$ cat src/hdl/sqch_pkg.sv
`default_nettype none

package sqch_pkg;

    localparam logic [2:0] CMD_TICK     = 3'd0;
    localparam logic [2:0] CMD_LENGTH   = 3'd1;
    localparam logic [2:0] CMD_ENVELOPE = 3'd2;
    localparam logic [2:0] CMD_WR_DUTY  = 3'd3;
    localparam logic [2:0] CMD_WR_ENV   = 3'd4;
    localparam logic [2:0] CMD_WR_CTRL  = 3'd5;

    localparam int unsigned NumWaves = 4;

    localparam logic [7:0] WAVE_RESET [NumWaves] = '{8'h01, 8'h81, 8'h87, 8'h7E};

    typedef struct packed {
        logic [2:0] command;
        logic [7:0] tick_cycles;
        logic [7:0] data_byte;
        logic [7:0] period_low;
    } t_in_word;

    typedef struct packed {
        logic signed [4:0] level;
        logic              channel_active;
    } t_out_word;

    typedef struct packed {
        logic        start;
        logic        trigger;
        logic [7:0]  cycles;
        logic [10:0] period;
    } t_tmr_ctl;

endpackage

`default_nettype wire

$ cat src/hdl/sqch_timer.sv
`default_nettype none

module sqch_timer import sqch_pkg::*; (
    input  logic       i_clk,
    input  logic       i_rst_n,
    input  t_tmr_ctl   i_ctl,
    output logic       o_busy,
    output logic [2:0] o_duty_step
);

    logic [13:0]        r_timer;
    logic signed [14:0] r_t;
    logic               r_busy;
    logic [2:0]         r_step;

    logic [11:0]        w_dist;
    logic [13:0]        w_reload;
    logic signed [14:0] w_opa;
    logic signed [14:0] w_opb;
    logic signed [14:0] w_sum;

    // The one adder first subtracts the elapsed cycles, then adds one reload per cycle.
    assign w_dist   = 12'd2048 - {1'b0, i_ctl.period};
    assign w_reload = {w_dist, 2'b00};
    assign w_opa    = r_busy ? r_t : $signed({1'b0, r_timer});
    assign w_opb    = r_busy ? $signed({1'b0, w_reload}) : -$signed({7'b0, i_ctl.cycles});
    assign w_sum    = w_opa + w_opb;

    always_ff @(posedge i_clk) begin
        if (!i_rst_n) begin
            r_timer <= '0;
            r_busy  <= 1'b0;
            r_step  <= '0;
        end else begin
            if (i_ctl.trigger) begin
                r_timer <= w_reload;
            end
            if (i_ctl.start) begin
                r_t    <= w_sum;
                r_busy <= 1'b1;
            end else if (r_busy) begin
                if (r_t <= 15'sd0) begin
                    r_t    <= w_sum;
                    r_step <= r_step + 3'd1;
                end else begin
                    r_timer <= r_t[13:0];
                    r_busy  <= 1'b0;
                end
            end
        end
    end

    assign o_busy      = r_busy;
    assign o_duty_step = r_step;

endmodule

`default_nettype wire

$ cat src/hdl/square_channel_duty_envelope_length_top.sv
`default_nettype none

// Square-wave sound channel. Every accepted word (a timer tick, a length or envelope
// clock, or a register write) yields one result word with the output level in
// fifteenths and the channel-on flag. Words other than a tick pass through S_FINISH
// on their way to the result register. A tick stays in S_TICK while the period timer
// makes the 0 to 64 reloads that it causes: the timer has a single adder that
// adds one reload value per cycle. The input is stalled while a word is in work and
// while an unaccepted result is held. Duty pattern registers may be written at any
// time the block is idle; the configuration port is always ready.
module square_channel_duty_envelope_length_top import sqch_pkg::*; (
    input  logic       i_clk,
    input  logic       i_rst_n,
    input  logic       i_in_valid,
    output logic       o_in_stall,
    input  t_in_word   i_in_word,
    output logic       o_out_valid,
    input  logic       i_out_stall,
    output t_out_word  o_out_word,
    input  logic       i_cfg_valid,
    output logic       o_cfg_ready,
    input  logic [2:0] i_cfg_index,
    input  logic [7:0] i_cfg_data
);

    typedef enum logic [1:0] {
        S_IDLE,
        S_TICK,
        S_FINISH
    } t_state;

    t_state      r_state;
    logic [7:0]  r_wave [NumWaves];
    logic        r_channel_on;
    logic        r_dac_enabled;
    logic [10:0] r_period;
    logic [1:0]  r_duty_sel;
    logic [6:0]  r_len;
    logic        r_len_active;
    logic [3:0]  r_volume;
    logic [3:0]  r_env_init;
    logic        r_env_up;
    logic [2:0]  r_env_period;
    logic [7:0]  r_env_count;
    logic        r_out_valid;
    t_out_word   r_out_word;

    logic        w_accept;
    logic        w_trigger;
    logic [10:0] w_new_period;
    logic [7:0]  w_env_next;
    logic        w_tmr_busy;
    logic [2:0]  w_duty_step;
    logic        w_duty_bit;
    logic signed [5:0] w_level;
    t_tmr_ctl    w_tmr_ctl;
    t_out_word   w_result;

    assign o_in_stall   = (r_state != S_IDLE) || (r_out_valid && i_out_stall);
    assign w_accept     = i_in_valid && !o_in_stall;
    assign w_trigger    = w_accept && (i_in_word.command == CMD_WR_CTRL)
                          && i_in_word.data_byte[7];
    assign w_new_period = {i_in_word.data_byte[2:0], i_in_word.period_low};
    assign w_env_next   = r_env_count - 8'd1;

    always_comb begin
        w_tmr_ctl.start   = w_accept && (i_in_word.command == CMD_TICK);
        w_tmr_ctl.trigger = w_trigger;
        w_tmr_ctl.cycles  = i_in_word.tick_cycles;
        w_tmr_ctl.period  = w_trigger ? w_new_period : r_period;
    end

    sqch_timer u_timer (
        .i_clk       (i_clk),
        .i_rst_n     (i_rst_n),
        .i_ctl       (w_tmr_ctl),
        .o_busy      (w_tmr_busy),
        .o_duty_step (w_duty_step)
    );

    assign w_level = $signed({1'b0, (w_duty_bit ? r_volume : 4'd0), 1'b0}) - 6'sd15;

    always_comb begin
        w_duty_bit              = r_wave[r_duty_sel][w_duty_step];
        w_result.channel_active = r_channel_on;
        if (r_channel_on && r_dac_enabled) begin
            w_result.level = w_level[4:0];
        end else begin
            w_result.level = 5'sd0;
        end
    end

    always_ff @(posedge i_clk) begin
        if (!i_rst_n) begin
            r_state       <= S_IDLE;
            for (int i = 0; i < NumWaves; i++) begin
                r_wave[i] <= WAVE_RESET[i];
            end
            r_channel_on  <= 1'b0;
            r_dac_enabled <= 1'b0;
            r_period      <= '0;
            r_duty_sel    <= '0;
            r_len         <= '0;
            r_len_active  <= 1'b0;
            r_volume      <= '0;
            r_env_init    <= '0;
            r_env_up      <= 1'b0;
            r_env_period  <= '0;
            r_env_count   <= '0;
            r_out_valid   <= 1'b0;
        end else begin
            if (i_cfg_valid && o_cfg_ready && (i_cfg_index < 3'(NumWaves))) begin
                r_wave[i_cfg_index[1:0]] <= i_cfg_data;
            end

            if (r_out_valid && !i_out_stall) begin
                r_out_valid <= 1'b0;
            end

            case (r_state)
                S_IDLE: begin
                    if (w_accept) begin
                        r_state <= (i_in_word.command == CMD_TICK) ? S_TICK : S_FINISH;
                        case (i_in_word.command)
                            CMD_LENGTH: begin
                                if (r_len_active && (r_len != 7'd0)) begin
                                    r_len <= r_len - 7'd1;
                                    if (r_len == 7'd1) begin
                                        r_channel_on <= 1'b0;
                                    end
                                end
                            end
                            CMD_ENVELOPE: begin
                                if (r_env_period != 3'd0) begin
                                    if (w_env_next == 8'd0) begin
                                        r_env_count <= {5'd0, r_env_period};
                                        if (r_env_up) begin
                                            if (r_volume != 4'd15) begin
                                                r_volume <= r_volume + 4'd1;
                                            end
                                        end else if (r_volume != 4'd0) begin
                                            r_volume <= r_volume - 4'd1;
                                        end
                                    end else begin
                                        r_env_count <= w_env_next;
                                    end
                                end
                            end
                            CMD_WR_DUTY: begin
                                r_duty_sel <= i_in_word.data_byte[7:6];
                                r_len      <= 7'd64 - {1'b0, i_in_word.data_byte[5:0]};
                            end
                            CMD_WR_ENV: begin
                                r_dac_enabled <= (i_in_word.data_byte[7:3] != 5'd0);
                                if (i_in_word.data_byte[7:3] == 5'd0) begin
                                    r_channel_on <= 1'b0;
                                end
                                r_env_init   <= i_in_word.data_byte[7:4];
                                r_env_up     <= i_in_word.data_byte[3];
                                r_env_period <= i_in_word.data_byte[2:0];
                            end
                            CMD_WR_CTRL: begin
                                r_len_active <= i_in_word.data_byte[6];
                                if (i_in_word.data_byte[7]) begin
                                    r_period <= w_new_period;
                                    if (r_len == 7'd0) begin
                                        r_len <= 7'd64;
                                    end
                                    r_volume      <= r_env_init;
                                    r_env_count   <= {5'd0, r_env_period};
                                    r_dac_enabled <= ({r_env_init, r_env_up} != 5'd0);
                                    r_channel_on  <= ({r_env_init, r_env_up} != 5'd0);
                                end
                            end
                            default: begin
                            end
                        endcase
                    end
                end
                S_TICK: begin
                    if (!w_tmr_busy) begin
                        r_out_valid <= 1'b1;
                        r_out_word  <= w_result;
                        r_state     <= S_IDLE;
                    end
                end
                S_FINISH: begin
                    r_out_valid <= 1'b1;
                    r_out_word  <= w_result;
                    r_state     <= S_IDLE;
                end
                default: begin
                    r_state <= S_IDLE;
                end
            endcase
        end
    end

    assign o_cfg_ready = 1'b1;
    assign o_out_valid = r_out_valid;
    assign o_out_word  = r_out_word;

endmodule

`default_nettype wire

$ cat config.mk
export PLATFORM = sky130hd
export DESIGN_NAME = square_channel_duty_envelope_length_top
export DESIGN_NICKNAME = d
export VERILOG_FILES = /design/src/hdl/sqch_pkg.sv /design/src/hdl/sqch_timer.sv /design/src/hdl/square_channel_duty_envelope_length_top.sv
export SDC_FILE = /design/constraint.sdc
export NUM_CORES = 1
export LEC_CHECK = 0
export BUFFER_PORTS_ARGS = -buffer_cell sky130_fd_sc_hd__buf_2
export CELL_PAD_IN_SITES_DETAIL_PLACEMENT = 0
export CELL_PAD_IN_SITES_GLOBAL_PLACEMENT = 2
export CORE_UTILIZATION = 35
export DETAILED_ROUTE_END_ITERATION = 7
export PLACE_DENSITY_LB_ADDON = 0.12
export SLEW_MARGIN = 25
export SYNTH_ARGS = -nofsm -noshare
export SYNTH_HDL_FRONTEND = slang
export SYNTH_SLANG_ARGS = --single-unit
$ cat constraint.sdc
create_clock -name i_clk -period 4.65 [get_ports i_clk]
set_clock_uncertainty 0.1 [all_clocks]
set_input_delay 0.2325 -clock i_clk [delete_from_list [all_inputs] [get_ports i_clk]]
set_output_delay 0.2325 -clock i_clk [all_outputs]
set_load 0.05 [all_outputs]
==> impl_results.md <==
- Status: finished, final reports clean
- Unrepaired setup endpoints after global routing: false
- Synth top area cells: edfxtp_1 23%, dfxtp_1 19%, ha_1 4.9%
- Synthesized instance count: ~730
- Finished Layout Cells: 1,069
- Achievable Freq: around 230 MHz
- DIE AREA: 20,230 um2
- DR vias/cell: between 5 and 6
- Synth cell types: 68
- Post-route ant nets: 0
- Register share of total power: 39.2%
- Dpl hpwl: about 13,000 um
- Number of synthesized flops with an enable pin: between 50 and 60
- Max-cap check violation count: 0
- Nature of the critical path endpoint: register
- Rel. slew slack: 45.79%
- NetSw: 0.0007987 W
- Pin count of the biggest net entering global routing: 37
- Fin Setup TNS: 0 ps
- DRC viols: 0
- Area delta synth->final: 19.65%
- Routed len/inst: roughly 17 um
- # nets final: ~870
- Top Ports: between 50 and 60
- Syn_nets: 800
- Core Region: 19,020 um2
- Die Wd: about 140 um
- Final period util: approximately 94%
- Switching portion of total power: between 20% and 30%
- Pleak: 3.236 nW
- CP required: ~4700 ps
- FF-to-FF Start: r_state[0]
- CTS tree: yes
- Initial Util: roughly 36%
- Top cell type's share of synthesized area: 23.12%
- Hold Vio Cnt, Final: 0
- RD Place Congestion: roughly 0.82
- Global-route wire length before repair: 29,640 um
- Initial antenna violation count: 0
- GR Util All Layers: around a fifth
- Worst-skew pair later-pin latency: around 430 ps
- PD cells: about 360 nW/um2
- VDD IR max: between 0.0002 and 0.00025 V
- FP Rows: 50
- Setup CP Type: reg -> reg
- Buffers on Ports: 50
- CTS buffer count: 17
- CP max stage delay: 390 ps
- Crit-path cells: inv_1 -> ha_1 -> a21boi_4 -> nand4_1 -> mux2i_1 -> ha_1 -> or3b_1 -> or3_4 -> xor2_1 -> nand2_1 -> o21a_1 -> a21oi_1 -> ha_1 -> a21oi_2 -> o21bai_1 -> a41o_1 -> a311oi_2 -> xnor2_1
- Top Family by Delay on Critical Path: compound AO/OA/AOI/OAI gates
- Overflow after GRT: 0
- Initial DRC Count: ~280
- Crit path DAT: around 4400 ps
- Worst-margin pin slew: about 810 ps
- P_int: roughly 0.0022 W
- CTS root buffer: clkbuf_16
- Crit path from: r_state[0]
- CP bufs+invs: 1
- # setup viols final: 0
- Most common cell in the netlist: nor2_1
- CP dominant cell by count: ha_1
- Combinational share of power: 12.8%
- Crit path max fanout: 4
- Register area share after synthesis: a little over two fifths
- Warnings from Yosys: 0
- Final Critical Period: 4363 ps
- Critical Path Slowest Stage Cell: or3b_1
- Synthesis-stage register bit count: roughly 120
- Count of final max-slew check failures: 0
- CTS sink cnt: about 120
- Commonest cells post-synth: 77 x nor2_1, 68 x nand2_1, 66 x dfxtp_1
- Total power: around 0.003 W
- Number of global-route vias before repair: around 5,500
- Min-delay src: i_cfg_data[4]
- Top_reg_cell synth: dfxtp_1
- Area leader, netlist: edfxtp_1
- Clock-pin slew on the worst setup and hold paths: roughly 60 ps
- Worst Hold Class: in -> reg
- Syn Area/Cell: around 9.5 um2
- Clock power frac: 48.0%
- Asr flop ratio synth: 0%
- Die extent in y: 142.2 um
- Total Wirelength: 18,550 um
- Number of fill cells: 1,921
- # diodes: 0
- Mapped Area: 6884 um2
- WHS: around 9.4 ps
- Initial DRT Pass Iterations: 4
- Layout cell share with drive strength beyond 1: between 10% and 20%
- CP startpoint kind: register
- Maximum buffer depth of the clock tree: 2
- DR vias: between 5,000 and 6,000
- Placed cell count: between 1,000 and 1,500
- H-tree depth: 4
registers in the layout, summed over array words and instances, names as in the netlist, 2 cells and up, named ones only:
signal and flops:
r_env_init 4, u_timer.o_duty_step 3, r_wave 32, r_env_period 3, r_env_count 8, r_period 11, o_out_word 6, r_len 7
u_timer.r_t 15, r_volume 4, u_timer.r_timer 14, r_state 2, r_duty_sel 2
per-stage QoR:
step                worst slack (ps)  area [um2]  utilization, %
floorplan                      54.44        6885               -
global placement               79.87        7471           39.28
detailed placement            -130.3        7471           39.28
CTS                            70.71        8183           43.03
global route                   24.21        8237           43.31
finish                         287.4        8237           43.31
final timing paths:
path                     end  slack, ps  depth (start not counted)
max reg2reg  u_timer.r_t[14]        290                         18
min reg2reg    r_dac_enabled        360                          2
max          u_timer.r_t[14]        290                         18
min             r_wave[3][4]          9                          2
worst register-to-register path: stages, from the launching register on:
cell and delay, ps:
dfxtp_1 330, inv_1 80, ha_1 190, a21boi_4 240, nand4_1 240, mux2i_1 270, ha_1 190, or3b_1 390
or3_4 370, xor2_1 140, nand2_1 90, o21a_1 120, a21oi_1 180, ha_1 280, a21oi_2 170, o21bai_1 90
a41o_1 290, a311oi_2 280, xnor2_1 90
cells in the final DEF, fill, tap and decap left out, types with 27 or more instances in the layout:
master | netlist | routed
a21oi_1 | 53 | 52
buf_2 | 7 | 50
dfxtp_1 | 66 | 65
edfxtp_1 | 53 | 53
ha_1 | 27 | 27
nand2_1 | 68 | 68
nor2_1 | 77 | 77
o21ai_0 | 31 | 31
xnor2_1 | 30 | 30
power groups by stage:
stage / sequential, W / clock (W) / combinational (W)
floorplan: 0.00119 / 0 / 0.000244
global placement: 0.00118 / 0 / 0.000363
detailed placement: 0.00118 / 0 / 0.000366
CTS: 0.00116 / 0.00145 / 0.000374
global route: 0.00117 / 0.00149 / 0.000419
finish: 0.00116 / 0.00142 / 0.000379
repair_timing:
item,in CTS,in global routing
pin swaps,0,1
endpoints found under the setup margin,3,4
hold endpoints to repair,12,0
setup buffers,0,3
gates resized for setup,2,6
hold buffers,8,0
routing by layer:
metal / GRT usage, % / up-vias / part of all wire, %
li1: - / 2783 / -
met1: 25.70 / 2662 / 48
met2: 31.60 / 94 / 47
met3: 3.466 / 17 / 3.6
met4: 5.942 / 0 / 1.3
met5: 0 / - / 0
logic make-up after synthesis:
| group | count (synthesis) | share of synthesized area [%] |
|---|---|---|
| AOI/OAI and AO/OA | 150 | 13.74 |
| xor gates and xnor gates | 42 | 5.343 |
| adders and majority gates | 29 | 5.489 |
| buffers and inverters | 56 | 3.344 |
| DFF | 119 | 42.31 |
| muxes | 46 | 8.797 |
| other | 1 | 0.05447 |
| and+or+nand+nor | 285 | 20.92 |
layout make-up:
| class | count | area, um2 | area share (%) |
|---|---|---|---|
| clock inverters | 15 | 202.7 | 2.461 |
| clock buffers | 17 | 425.4 | 5.165 |
| multi-input cells | 553 | 3776 | 45.85 |
| well taps | 260 | 325.3 | 3.950 |
| flip-flops and latches | 119 | 2914 | 35.38 |
| repair buffers | 81 | 503.0 | 6.107 |
| inverters | 24 | 90.09 | 1.094 |
Power figures use the tool's default switching activity.
